## src/rtl/oapm_pkg.sv

```systemverilog
package oapm_pkg;

	// timer width for time in state and stillness counters
	localparam int TIMER_BITS = 24;
	localparam int TIMEOUT_W  = 24;
	localparam int CMP_W      = (TIMER_BITS > TIMEOUT_W) ? TIMER_BITS : TIMEOUT_W;

	// apb register file
	localparam int ADDR_W = 5;
	localparam int DATA_W = 32;

	localparam logic [2:0] REG_IDLE_TIMEOUT  = 3'd0;
	localparam logic [2:0] REG_STILL_TIMEOUT = 3'd1;
	localparam logic [2:0] REG_ALERT_HOLD    = 3'd2;
	localparam logic [2:0] REG_WAKE_ACCEL    = 3'd3;
	localparam logic [2:0] REG_STILL_ACCEL   = 3'd4;
	localparam logic [2:0] REG_CLOSE_LIMIT   = 3'd5;
	localparam logic [2:0] REG_MEDIUM_LIMIT  = 3'd6;
	localparam logic [2:0] REG_FAR_LIMIT     = 3'd7;

	localparam logic [23:0] RST_IDLE_TIMEOUT  = 24'd120000;
	localparam logic [23:0] RST_STILL_TIMEOUT = 24'd5000;
	localparam logic [23:0] RST_ALERT_HOLD    = 24'd200;
	localparam logic [15:0] RST_WAKE_ACCEL    = 16'd4915;
	localparam logic [15:0] RST_STILL_ACCEL   = 16'd4301;
	localparam logic [15:0] RST_CLOSE_LIMIT   = 16'd50;
	localparam logic [15:0] RST_MEDIUM_LIMIT  = 16'd100;
	localparam logic [15:0] RST_FAR_LIMIT     = 16'd200;

	// request kinds
	localparam logic [2:0] K_TICK   = 3'd0;
	localparam logic [2:0] K_START  = 3'd1;
	localparam logic [2:0] K_DETECT = 3'd2;
	localparam logic [2:0] K_CLEAR  = 3'd3;
	localparam logic [2:0] K_MOTION = 3'd4;

	// controller states
	localparam logic [2:0] ST_INIT   = 3'd0;
	localparam logic [2:0] ST_IDLE   = 3'd1;
	localparam logic [2:0] ST_DETECT = 3'd2;
	localparam logic [2:0] ST_ALERT  = 3'd3;
	localparam logic [2:0] ST_SLEEP  = 3'd4;

	// power modes
	localparam logic [1:0] PW_STANDBY = 2'd0;
	localparam logic [1:0] PW_RUN     = 2'd1;
	localparam logic [1:0] PW_DEEP    = 2'd2;

	// posted events
	localparam logic [1:0] EV_NONE     = 2'd0;
	localparam logic [1:0] EV_OBSTACLE = 2'd1;
	localparam logic [1:0] EV_MOTION   = 2'd2;

	// obstacle levels
	localparam logic [1:0] LVL_NONE   = 2'd0;
	localparam logic [1:0] LVL_CLOSE  = 2'd1;
	localparam logic [1:0] LVL_MEDIUM = 2'd2;
	localparam logic [1:0] LVL_FAR    = 2'd3;

	typedef struct packed {
		logic [TIMEOUT_W-1:0] idle_timeout_ms;
		logic [TIMEOUT_W-1:0] still_timeout_ms;
		logic [TIMEOUT_W-1:0] alert_hold_ms;
		logic [15:0]          wake_accel;
		logic [15:0]          still_accel;
		logic [15:0]          close_limit;
		logic [15:0]          medium_limit;
		logic [15:0]          far_limit;
	} cfg_t;

	// classified request handed from front to back
	typedef struct packed {
		logic [2:0] kind;
		logic       imu_ok;
		logic       wake;
		logic       still;
		logic [1:0] level;
	} req_t;

	// controller state plus the per-request mute flag
	typedef struct packed {
		logic [2:0]            mode;
		logic [1:0]            power;
		logic [TIMER_BITS-1:0] tis;
		logic                  still_active;
		logic [TIMER_BITS-1:0] still_count;
		logic                  mute;
	} ctl_t;

	// saturating timer increment
	function automatic logic [TIMER_BITS-1:0] sat_inc(logic [TIMER_BITS-1:0] v);
		return (v == {TIMER_BITS{1'b1}}) ? v : v + 1'b1;
	endfunction

	// timer strictly above a timeout register
	function automatic logic timer_gt(logic [TIMER_BITS-1:0] t, logic [TIMEOUT_W-1:0] lim);
		logic [CMP_W-1:0] a;
		logic [CMP_W-1:0] b;
		a = CMP_W'(t);
		b = CMP_W'(lim);
		return a > b;
	endfunction

	// state change with its side effects, no-op when already there
	function automatic ctl_t go_to(ctl_t s, logic [2:0] nxt);
		ctl_t r;
		r = s;
		if (nxt != s.mode) begin
			r.mode = nxt;
			r.tis  = '0;
			case (nxt)
				ST_IDLE: begin
					r.power = PW_STANDBY;
					r.mute  = 1'b1;
				end
				ST_DETECT: begin
					r.power        = PW_RUN;
					r.mute         = 1'b1;
					r.still_active = 1'b0;
					r.still_count  = '0;
				end
				ST_ALERT: begin
					r.power = PW_RUN;
				end
				ST_SLEEP: begin
					r.power = PW_DEEP;
					r.mute  = 1'b1;
				end
				default: begin
				end
			endcase
		end
		return r;
	endfunction

endpackage

```

## src/rtl/oapm_regs.sv

```systemverilog
module oapm_regs (
	input  logic                         clk,
	input  logic                         arst_n,
	input  logic                         psel,
	input  logic                         penable,
	input  logic                         pwrite,
	input  logic [oapm_pkg::ADDR_W-1:0]  paddr,
	input  logic [oapm_pkg::DATA_W-1:0]  pwdata,
	output logic [oapm_pkg::DATA_W-1:0]  prdata,
	output logic                         pready,
	output oapm_pkg::cfg_t               cfg
);
	import oapm_pkg::*;

	cfg_t       cfg_q;
	logic [2:0] idx;
	logic       wr_en;

	assign idx    = paddr[ADDR_W-1:2];
	assign wr_en  = psel && penable && pwrite;
	assign pready = 1'b1;
	assign cfg    = cfg_q;

	// register writes
	always_ff @(posedge clk or negedge arst_n) begin
		if (!arst_n) begin
			cfg_q.idle_timeout_ms  <= RST_IDLE_TIMEOUT;
			cfg_q.still_timeout_ms <= RST_STILL_TIMEOUT;
			cfg_q.alert_hold_ms    <= RST_ALERT_HOLD;
			cfg_q.wake_accel       <= RST_WAKE_ACCEL;
			cfg_q.still_accel      <= RST_STILL_ACCEL;
			cfg_q.close_limit      <= RST_CLOSE_LIMIT;
			cfg_q.medium_limit     <= RST_MEDIUM_LIMIT;
			cfg_q.far_limit        <= RST_FAR_LIMIT;
		end else if (wr_en) begin
			unique case (idx)
				REG_IDLE_TIMEOUT:  cfg_q.idle_timeout_ms  <= pwdata[TIMEOUT_W-1:0];
				REG_STILL_TIMEOUT: cfg_q.still_timeout_ms <= pwdata[TIMEOUT_W-1:0];
				REG_ALERT_HOLD:    cfg_q.alert_hold_ms    <= pwdata[TIMEOUT_W-1:0];
				REG_WAKE_ACCEL:    cfg_q.wake_accel       <= pwdata[15:0];
				REG_STILL_ACCEL:   cfg_q.still_accel      <= pwdata[15:0];
				REG_CLOSE_LIMIT:   cfg_q.close_limit      <= pwdata[15:0];
				REG_MEDIUM_LIMIT:  cfg_q.medium_limit     <= pwdata[15:0];
				REG_FAR_LIMIT:     cfg_q.far_limit        <= pwdata[15:0];
				default: begin
				end
			endcase
		end
	end

	// readback
	always_comb begin
		unique case (idx)
			REG_IDLE_TIMEOUT:  prdata = DATA_W'(cfg_q.idle_timeout_ms);
			REG_STILL_TIMEOUT: prdata = DATA_W'(cfg_q.still_timeout_ms);
			REG_ALERT_HOLD:    prdata = DATA_W'(cfg_q.alert_hold_ms);
			REG_WAKE_ACCEL:    prdata = DATA_W'(cfg_q.wake_accel);
			REG_STILL_ACCEL:   prdata = DATA_W'(cfg_q.still_accel);
			REG_CLOSE_LIMIT:   prdata = DATA_W'(cfg_q.close_limit);
			REG_MEDIUM_LIMIT:  prdata = DATA_W'(cfg_q.medium_limit);
			REG_FAR_LIMIT:     prdata = DATA_W'(cfg_q.far_limit);
			default:           prdata = '0;
		endcase
	end

endmodule

```

## src/rtl/oapm_front.sv

```systemverilog
module oapm_front (
	input  logic [2:0]      kind,
	input  logic [15:0]     range_a,
	input  logic [15:0]     range_b,
	input  logic [15:0]     accel_mag,
	input  logic            imu_ok,
	input  oapm_pkg::cfg_t  cfg,
	output oapm_pkg::req_t  req
);
	import oapm_pkg::*;

	logic [15:0] near_range;
	logic [1:0]  level;

	// nearest nonzero range
	always_comb begin
		if (range_a != '0 && range_b != '0) begin
			near_range = (range_a < range_b) ? range_a : range_b;
		end else if (range_a != '0) begin
			near_range = range_a;
		end else begin
			near_range = range_b;
		end
	end

	// obstacle level from the limits, tested in order
	always_comb begin
		level = LVL_NONE;
		if (near_range != '0) begin
			if (near_range < cfg.close_limit) begin
				level = LVL_CLOSE;
			end else if (near_range < cfg.medium_limit) begin
				level = LVL_MEDIUM;
			end else if (near_range < cfg.far_limit) begin
				level = LVL_FAR;
			end
		end
	end

	// state-independent part of the request
	always_comb begin
		req.kind   = kind;
		req.imu_ok = imu_ok;
		req.wake   = accel_mag > cfg.wake_accel;
		req.still  = accel_mag < cfg.still_accel;
		req.level  = level;
	end

endmodule

```

## src/rtl/oapm_queue.sv

```systemverilog
module oapm_queue (
	input  logic            clk,
	input  logic            arst_n,
	input  logic            push,
	input  oapm_pkg::req_t  push_data,
	input  logic            pop,
	output oapm_pkg::req_t  pop_data,
	output logic            full,
	output logic            empty
);
	import oapm_pkg::*;

	req_t       mem_q [2];
	logic       wr_ptr_q;
	logic       rd_ptr_q;
	logic [1:0] count_q;

	assign full     = count_q == 2'd2;
	assign empty    = count_q == 2'd0;
	assign pop_data = mem_q[rd_ptr_q];

	// storage
	always_ff @(posedge clk) begin
		if (push) begin
			mem_q[wr_ptr_q] <= push_data;
		end
	end

	// pointers and fill count
	always_ff @(posedge clk or negedge arst_n) begin
		if (!arst_n) begin
			wr_ptr_q <= 1'b0;
			rd_ptr_q <= 1'b0;
			count_q  <= 2'd0;
		end else begin
			if (push) begin
				wr_ptr_q <= ~wr_ptr_q;
			end
			if (pop) begin
				rd_ptr_q <= ~rd_ptr_q;
			end
			if (push && !pop) begin
				count_q <= count_q + 2'd1;
			end else if (pop && !push) begin
				count_q <= count_q - 2'd1;
			end
		end
	end

endmodule

```

## src/rtl/oapm_back.sv

```systemverilog
module oapm_back (
	input  logic            clk,
	input  logic            arst_n,
	input  oapm_pkg::cfg_t  cfg,
	input  oapm_pkg::req_t  req,
	input  logic            req_avail,
	output logic            req_pop,
	output logic            out_valid,
	input  logic            out_stall,
	output logic [2:0]      mode_state,
	output logic [1:0]      power_mode,
	output logic            mute_pulse,
	output logic [1:0]      posted_event,
	output logic [1:0]      obstacle_level
);
	import oapm_pkg::*;

	ctl_t       st_q;
	ctl_t       nx;
	logic [1:0] ev;
	logic [1:0] lvl;
	logic       out_valid_q;
	logic [2:0] mode_q;
	logic [1:0] power_q;
	logic       mute_q;
	logic [1:0] event_q;
	logic [1:0] level_q;

	assign req_pop = req_avail && (!out_valid_q || !out_stall);

	// next state for one request
	always_comb begin
		nx      = st_q;
		nx.mute = 1'b0;
		ev      = EV_NONE;
		lvl     = LVL_NONE;
		unique case (req.kind) inside
			K_START: begin
				nx = go_to(nx, req.imu_ok ? ST_IDLE : ST_DETECT);
			end
			K_DETECT: begin
				nx = go_to(nx, ST_ALERT);
			end
			K_CLEAR, K_MOTION: begin
				nx = go_to(nx, ST_DETECT);
			end
			K_TICK: begin
				nx.tis = sat_inc(nx.tis);
				if (nx.still_active) begin
					nx.still_count = sat_inc(nx.still_count);
				end
				unique case (nx.mode)
					ST_INIT: begin
						nx = go_to(nx, ST_IDLE);
					end
					ST_IDLE: begin
						if (!req.imu_ok) begin
							nx = go_to(nx, ST_DETECT);
						end else if (timer_gt(nx.tis, cfg.idle_timeout_ms)) begin
							nx = go_to(nx, ST_SLEEP);
						end else if (req.wake) begin
							ev = EV_MOTION;
							nx = go_to(nx, ST_DETECT);
						end
					end
					ST_DETECT: begin
						if (req.level != LVL_NONE) begin
							ev  = EV_OBSTACLE;
							lvl = req.level;
							nx  = go_to(nx, ST_ALERT);
						end
						// stillness may override a fresh alert
						if (req.still) begin
							if (!nx.still_active) begin
								nx.still_active = 1'b1;
								nx.still_count  = '0;
							end
							if (timer_gt(nx.still_count, cfg.still_timeout_ms)) begin
								nx.still_active = 1'b0;
								nx.still_count  = '0;
								nx = go_to(nx, ST_IDLE);
							end
						end else begin
							nx.still_active = 1'b0;
							nx.still_count  = '0;
						end
					end
					ST_ALERT: begin
						if (timer_gt(nx.tis, cfg.alert_hold_ms)) begin
							nx = go_to(nx, ST_DETECT);
						end
					end
					ST_SLEEP: begin
						if (req.wake) begin
							nx = go_to(nx, ST_DETECT);
						end
					end
					default: begin
					end
				endcase
			end
			default: begin
			end
		endcase
	end

	// controller state
	always_ff @(posedge clk or negedge arst_n) begin
		if (!arst_n) begin
			st_q.mode         <= ST_INIT;
			st_q.power        <= PW_RUN;
			st_q.tis          <= '0;
			st_q.still_active <= 1'b0;
			st_q.still_count  <= '0;
			st_q.mute         <= 1'b0;
		end else if (req_pop) begin
			st_q <= nx;
		end
	end

	// result register
	always_ff @(posedge clk or negedge arst_n) begin
		if (!arst_n) begin
			out_valid_q <= 1'b0;
		end else if (req_pop) begin
			out_valid_q <= 1'b1;
		end else if (!out_stall) begin
			out_valid_q <= 1'b0;
		end
	end

	always_ff @(posedge clk) begin
		if (req_pop) begin
			mode_q  <= nx.mode;
			power_q <= nx.power;
			mute_q  <= nx.mute;
			event_q <= ev;
			level_q <= lvl;
		end
	end

	assign out_valid      = out_valid_q;
	assign mode_state     = mode_q;
	assign power_mode     = power_q;
	assign mute_pulse     = mute_q;
	assign posted_event   = event_q;
	assign obstacle_level = level_q;

endmodule

```

## src/rtl/obstacle_alert_power_mode_controller_core.sv

```systemverilog
// throughput: one request per cycle while out_stall is low; the front writes
// a two-entry queue and the back retires one queued request per cycle into
// the result register, and holds while out_stall holds a valid result
// reset: arst_n empties the queue, clears the result valid flag and the controller
// (init state, run power) and loads the register defaults, asynchronously
module obstacle_alert_power_mode_controller_core (
	input  logic                         clk,
	input  logic                         arst_n,
	input  logic                         psel,
	input  logic                         penable,
	input  logic                         pwrite,
	input  logic [oapm_pkg::ADDR_W-1:0]  paddr,
	input  logic [oapm_pkg::DATA_W-1:0]  pwdata,
	output logic [oapm_pkg::DATA_W-1:0]  prdata,
	output logic                         pready,
	input  logic                         in_valid,
	output logic                         in_stall,
	input  logic [2:0]                   kind,
	input  logic [15:0]                  range_a,
	input  logic [15:0]                  range_b,
	input  logic [15:0]                  accel_mag,
	input  logic                         imu_ok,
	output logic                         out_valid,
	input  logic                         out_stall,
	output logic [2:0]                   mode_state,
	output logic [1:0]                   power_mode,
	output logic                         mute_pulse,
	output logic [1:0]                   posted_event,
	output logic [1:0]                   obstacle_level
);
	import oapm_pkg::*;

	cfg_t cfg;
	req_t req_in;
	req_t req_q;
	logic q_full;
	logic q_empty;
	logic q_pop;
	logic q_push;

	assign in_stall = q_full;
	assign q_push   = in_valid && !q_full;

	// configuration registers
	oapm_regs u_regs (
		.clk     (clk),
		.arst_n  (arst_n),
		.psel    (psel),
		.penable (penable),
		.pwrite  (pwrite),
		.paddr   (paddr),
		.pwdata  (pwdata),
		.prdata  (prdata),
		.pready  (pready),
		.cfg     (cfg)
	);

	// request classification
	oapm_front u_front (
		.kind      (kind),
		.range_a   (range_a),
		.range_b   (range_b),
		.accel_mag (accel_mag),
		.imu_ok    (imu_ok),
		.cfg       (cfg),
		.req       (req_in)
	);

	// decoupling queue
	oapm_queue u_queue (
		.clk       (clk),
		.arst_n    (arst_n),
		.push      (q_push),
		.push_data (req_in),
		.pop       (q_pop),
		.pop_data  (req_q),
		.full      (q_full),
		.empty     (q_empty)
	);

	// controller and result register
	oapm_back u_back (
		.clk            (clk),
		.arst_n         (arst_n),
		.cfg            (cfg),
		.req            (req_q),
		.req_avail      (!q_empty),
		.req_pop        (q_pop),
		.out_valid      (out_valid),
		.out_stall      (out_stall),
		.mode_state     (mode_state),
		.power_mode     (power_mode),
		.mute_pulse     (mute_pulse),
		.posted_event   (posted_event),
		.obstacle_level (obstacle_level)
	);

`ifndef ASSERT_OFF
	// a mute pulse only comes with a muting state
	a_mute_state: assert property (@(posedge clk) disable iff (!arst_n)
		out_valid && mute_pulse |->
		(mode_state == ST_IDLE || mode_state == ST_DETECT || mode_state == ST_SLEEP))
		else $error("mute pulse outside a muting state");

	// a level is reported only with an obstacle event
	a_level_event: assert property (@(posedge clk) disable iff (!arst_n)
		out_valid && posted_event != EV_OBSTACLE |-> obstacle_level == LVL_NONE)
		else $error("obstacle level without obstacle event");

	// in the sleep state power is deep sleep
	a_power_sleep: assert property (@(posedge clk) disable iff (!arst_n)
		out_valid && mode_state == ST_SLEEP |-> power_mode == PW_DEEP)
		else $error("sleeping without deep sleep power");

	// nothing retires from an empty queue
	a_pop_nonempty: assert property (@(posedge clk) disable iff (!arst_n)
		q_pop |-> !q_empty)
		else $error("pop from empty queue");
`endif

endmodule
```

## config.mk

```make
export PLATFORM = sky130hd
export DESIGN_NAME = obstacle_alert_power_mode_controller_core
export DESIGN_NICKNAME = d
export VERILOG_FILES = /design/src/rtl/oapm_pkg.sv /design/src/rtl/oapm_regs.sv /design/src/rtl/oapm_front.sv /design/src/rtl/oapm_queue.sv /design/src/rtl/oapm_back.sv /design/src/rtl/obstacle_alert_power_mode_controller_core.sv
export SDC_FILE = /design/constraint.sdc
export NUM_CORES = 1
export LEC_CHECK = 0
export BUFFER_PORTS_ARGS = -buffer_cell sky130_fd_sc_hd__buf_2
export CORE_MARGIN = 2
export CORE_UTILIZATION = 55
export CTS_CLUSTER_DIAMETER = 80
export DETAILED_ROUTE_END_ITERATION = 10
export HOLD_SLACK_MARGIN = 0.06
export PLACE_DENSITY = 0.77
export SLEW_MARGIN = 30
export SYNTH_ARGS = -nofsm -noshare
export SYNTH_HDL_FRONTEND = slang
export SYNTH_SLANG_ARGS = --single-unit
export TNS_END_PERCENT = 10
```

## constraint.sdc

```tcl
create_clock -name clk -period 4.6 [get_ports clk]
set_input_delay 1.15 -clock clk [delete_from_list [all_inputs] [get_ports clk]]
set_output_delay 1.15 -clock clk [all_outputs]
set_load 0.01 [all_outputs]
```

==> impl_metrics.yaml <==
outcome:
  status: "finished, violations left"
  violations: "setup timing"
flow_run:
  cap_violations: 0
power:
  cellLeakagePower_uw: 0.00965
  pwr-share-clk: 0.284
  power_frac_comb: 0.353
  powerDensity_mw_per_mm2: 410
  power.internal_uw: 5190
  switching_power_uw: 3000
  ir_drop_mv: 0.381
  p_seq_frac: 0.363
  p_sw_frac: 0.367
routing:
  drt-pass1-iter-count: 5
  wl_per_cell_um: 19.2
  wl_met1_mm: 20.5
  via_per_inst: 5.96
  wl_met2_mm: 23.3
  drc: 0
  maxUsedRoutingLayer: "met4"
  dr_total_vias: 15500
  totalWireLength_mm: 50.1
  ant_nets: 0
  drtIter0Drc: 1450
  wl_met3_mm: 3.67
sta:
  setup_viol: 38
  final.hold.worst_slack_ps: 479
  finClkSkew_ps: 8.40
  tightest_slew_ps: 873
  fmax_mhz: 210
  fin_ws_ps: -165
  hold_viol_final: 0
  min_period_ps: 4760
  rsz0062_at_grt: "true"
  period_share: 1.04
  slew_headroom: 0.416
  finalMaxSlewViolations: 0
synthesis:
  async_flop_share: 0.890
  synth.most_common_cell: "nand2_1"
  synth_area_mm2: 0.0166
  ys_types: 77
  seq_area_frac_synth: 0.369
  yosys.area.top_type: "dfrtp_1"
  synthFlopType: "dfrtp_1"
  synth_area_leaders: "dfrtp_1 (26%), ha_1 (13%), o21ai_0 (6.6%)"
  yosysTopAreaCellShare: 0.261
  yosys_warnings: 0
  syn_inst: 1942
  synth_seq_cells: 237
  avgSynthCellArea_um2: 8.53
  synth_edf_count: 26
  synthTopCellsByCount: "nand2_1 (271), o21ai_0 (219), inv_1 (185)"
finish:
  final_nets: 2455
  fillers: 2408
  area_growth_pct: 20.8
  drive_above_1_share: 0.225
  regArea_mm2: 0.00611
  stdcell_area_mm2: 0.0200
  multi_input_area_mm2: 0.00954
floorplanning:
  core-area_mm2: 0.0296
  die_y_um: 178
  io_pins: 141
  design.die.area_mm2: 0.0315
  die_x_um: 178
  initial_core_util: 0.559
  num_rows: 63
worst_setup_path:
  cpMaxStageDelayCell: "or4_4"
  rrSetupSlack_ps: -160
  cp_max_fo: 6
  criticalPathCategory: "reg2reg"
  crit_path_end_kind: "flop"
  crit_required_ps: 5040
  critPathMaxStageDelay_ps: 520
  crit_path_frequent_cell: "nand2_1"
  crit_path_cell_trace: "ha_1 > nand2_1 > or4_4 > o31ai_4 > nor3_2 > nand2_1 > nor2_1 > nand3_1 > xor2_1 > nor2_1 > ha_1 > nand2_1 > nor4_2 > nand2_1 > o211ai_1 > o21ai_1 > a211oi_4 > buf_4 > nor3_4 > buf_4 > buf_12 > a21o_1 > a22o_1"
  cp-start-kind: "flop"
  crit_buf_inv: 3
  critPathTopFamily: "simple AND/OR/NAND/NOR gates"
  worstPathArrival_ps: 5200
clocking:
  ctsHtreeMaxLevel: 1
  path_clk_slew_ps: 60
  cts_buffers: 27
  root_buffer: "clkbuf_16"
  clk_latency_ps: 550
  clock-sinks: 237
  tritoncts: "done"
  clk_path_buf_depth: 3
grt:
  grt_pass1_wl_mm: 77.8
  grt_pass1_vias: 14800
  grt.overflow.total: 0
  antenna_found_initial: 1
  grt_max_degree: 92
  grt_usage: 0.313
place:
  portBuffers: 121
  place_congestion: 0.959
  placed_area_mm2: 0.0186
  place_worst_setup_slack_ps: -398
  dp_hpwl_mm: 37.5
min_path:
  min_path_type: "reg2reg"
==> path summary, 6_finish.rpt <==
path,startpoint,end,depth (start not counted)
worst max-delay path,u_back.st_q[1],u_back.st_q[20],23
worst min-delay path,u_back.out_valid,u_back.out_valid,2
worst max register to register,u_back.st_q[1],u_back.st_q[20],23
worst min register to register,u_back.out_valid,u_back.out_valid,2
max in group asynchronous,arst_n,u_back.st_q[50],2
min in group asynchronous,arst_n,u_back.st_q[38],1
==> per-layer routing <==
metal | GRT usage | vias up
met5 | 0 | -
met4 | 0.129 | 0
met3 | 0.0368 | 159
met2 | 0.524 | 695
met1 | 0.412 | 7383
li1 | - | 7294
==> power by group through the flow <==
stage | logic (uW) | registers [uW] | clock network [uW]
2_1_floorplan | 1870 | 2850 | 0
3_3_place_gp | 2600 | 2980 | 0
4_1_cts | 2800 | 2960 | 2330
6_report | 2890 | 2970 | 2320
5_1_grt | 3190 | 3020 | 2400
3_5_place_dp | 2690 | 3000 | 0
==> cells by family after synthesis <==
group	after synthesis	share of synthesized area
and+or+nand+nor	646	0.180
AOI/OAI and AO/OA	491	0.184
buffers and inverters	293	0.0728
DFF	237	0.369
adders and majority gates	166	0.125
muxes	64	0.0460
xor gates and xnor gates	43	0.0227
other	2	0.000454
==> cell type report <==
type,count,share of cell area
flip-flops and latches,237,0.305
diodes,1,0.000125
multi-input cells,1420,0.477
repair buffers,322,0.112
well taps,390,0.0244
clock buffers,36,0.0370
inverters,185,0.0347
clock inverters,13,0.00995
==> worst reg2reg max path, stage by stage, from the launching register on <==
cell      delay [ps]
dfrtp_1          360
ha_1             190
nand2_1           90
or4_4            520
o31ai_4          300
nor3_2           110
nand2_1          120
nor2_1           100
nand3_1          140
xor2_1           210
nor2_1            80
ha_1             320
nand2_1          110
nor4_2           310
nand2_1           80
o211ai_1         260
o21ai_1          180
a211oi_4         310
buf_4            170
nor3_4            40
buf_4            180
buf_12           130
a21o_1           170
a22o_1           180
==> cells in the final DEF (no fill, tap or decap), drive strengths merged, types with 11 or more instances in the layout <==
master and count:
buf 321, nand2 271, o21ai 221, inv 186, dfrtp 173, ha 166, nor2 138, a21oi 96
nand3 45, nand4 38, dfstp 38, clkbuf 37, nor3 35, mux2i 33, nand2b 31, a21o 30
edfxtp 26, xnor2 26, mux2 24, a211oi 18, xor2 17, nor2b 17, a221oi 17, a31oi 16
nor4 16, and3 14, or3 14, o21a 13, o31ai 12, a22o 11
==> timing repair <==
| item | in CTS | in global routing |
|---|---|---|
| cloned | 2 | 0 |
| pin swaps | 18 | 20 |
| endpoints found under the hold margin | 0 | 0 |
| gates resized for setup | 27 | 30 |
| hold buffers | 0 | 0 |
| endpoints found under the setup margin | 53 | 62 |
| setup buffers | 8 | 8 |
==> state kept, by name, indices dropped and copies added, names as in the netlist <==
| name | count |
|---|---|
| u_back.st_q | 54 |
| u_queue.wr_ptr_q | 1 |
| u_regs.cfg | 152 |
| u_back.posted_event | 2 |
| u_back.out_valid | 1 |
| u_queue.mem_q | 16 |
| u_queue.rd_ptr_q | 1 |
| u_back.power_mode | 2 |
| u_back.mute_pulse | 1 |
| u_back.obstacle_level | 2 |
| u_back.mode_state | 3 |
| u_queue.count_q | 2 |
==> per-stage QoR <==
step	setup TNS [ps]	power, uW	std cells	util
5_1_grt	-14110	8620	2604	0.675
3_5_place_dp	-11870	5690	2537	0.629
6_report	-2090	8190	2604	0.675
2_1_floorplan	0	4720	1949	-
4_1_cts	-24.5	8090	2596	0.668
3_3_place_gp	-6260	5580	2537	0.629
No activity file was read; power rests on OpenSTA's default activity.
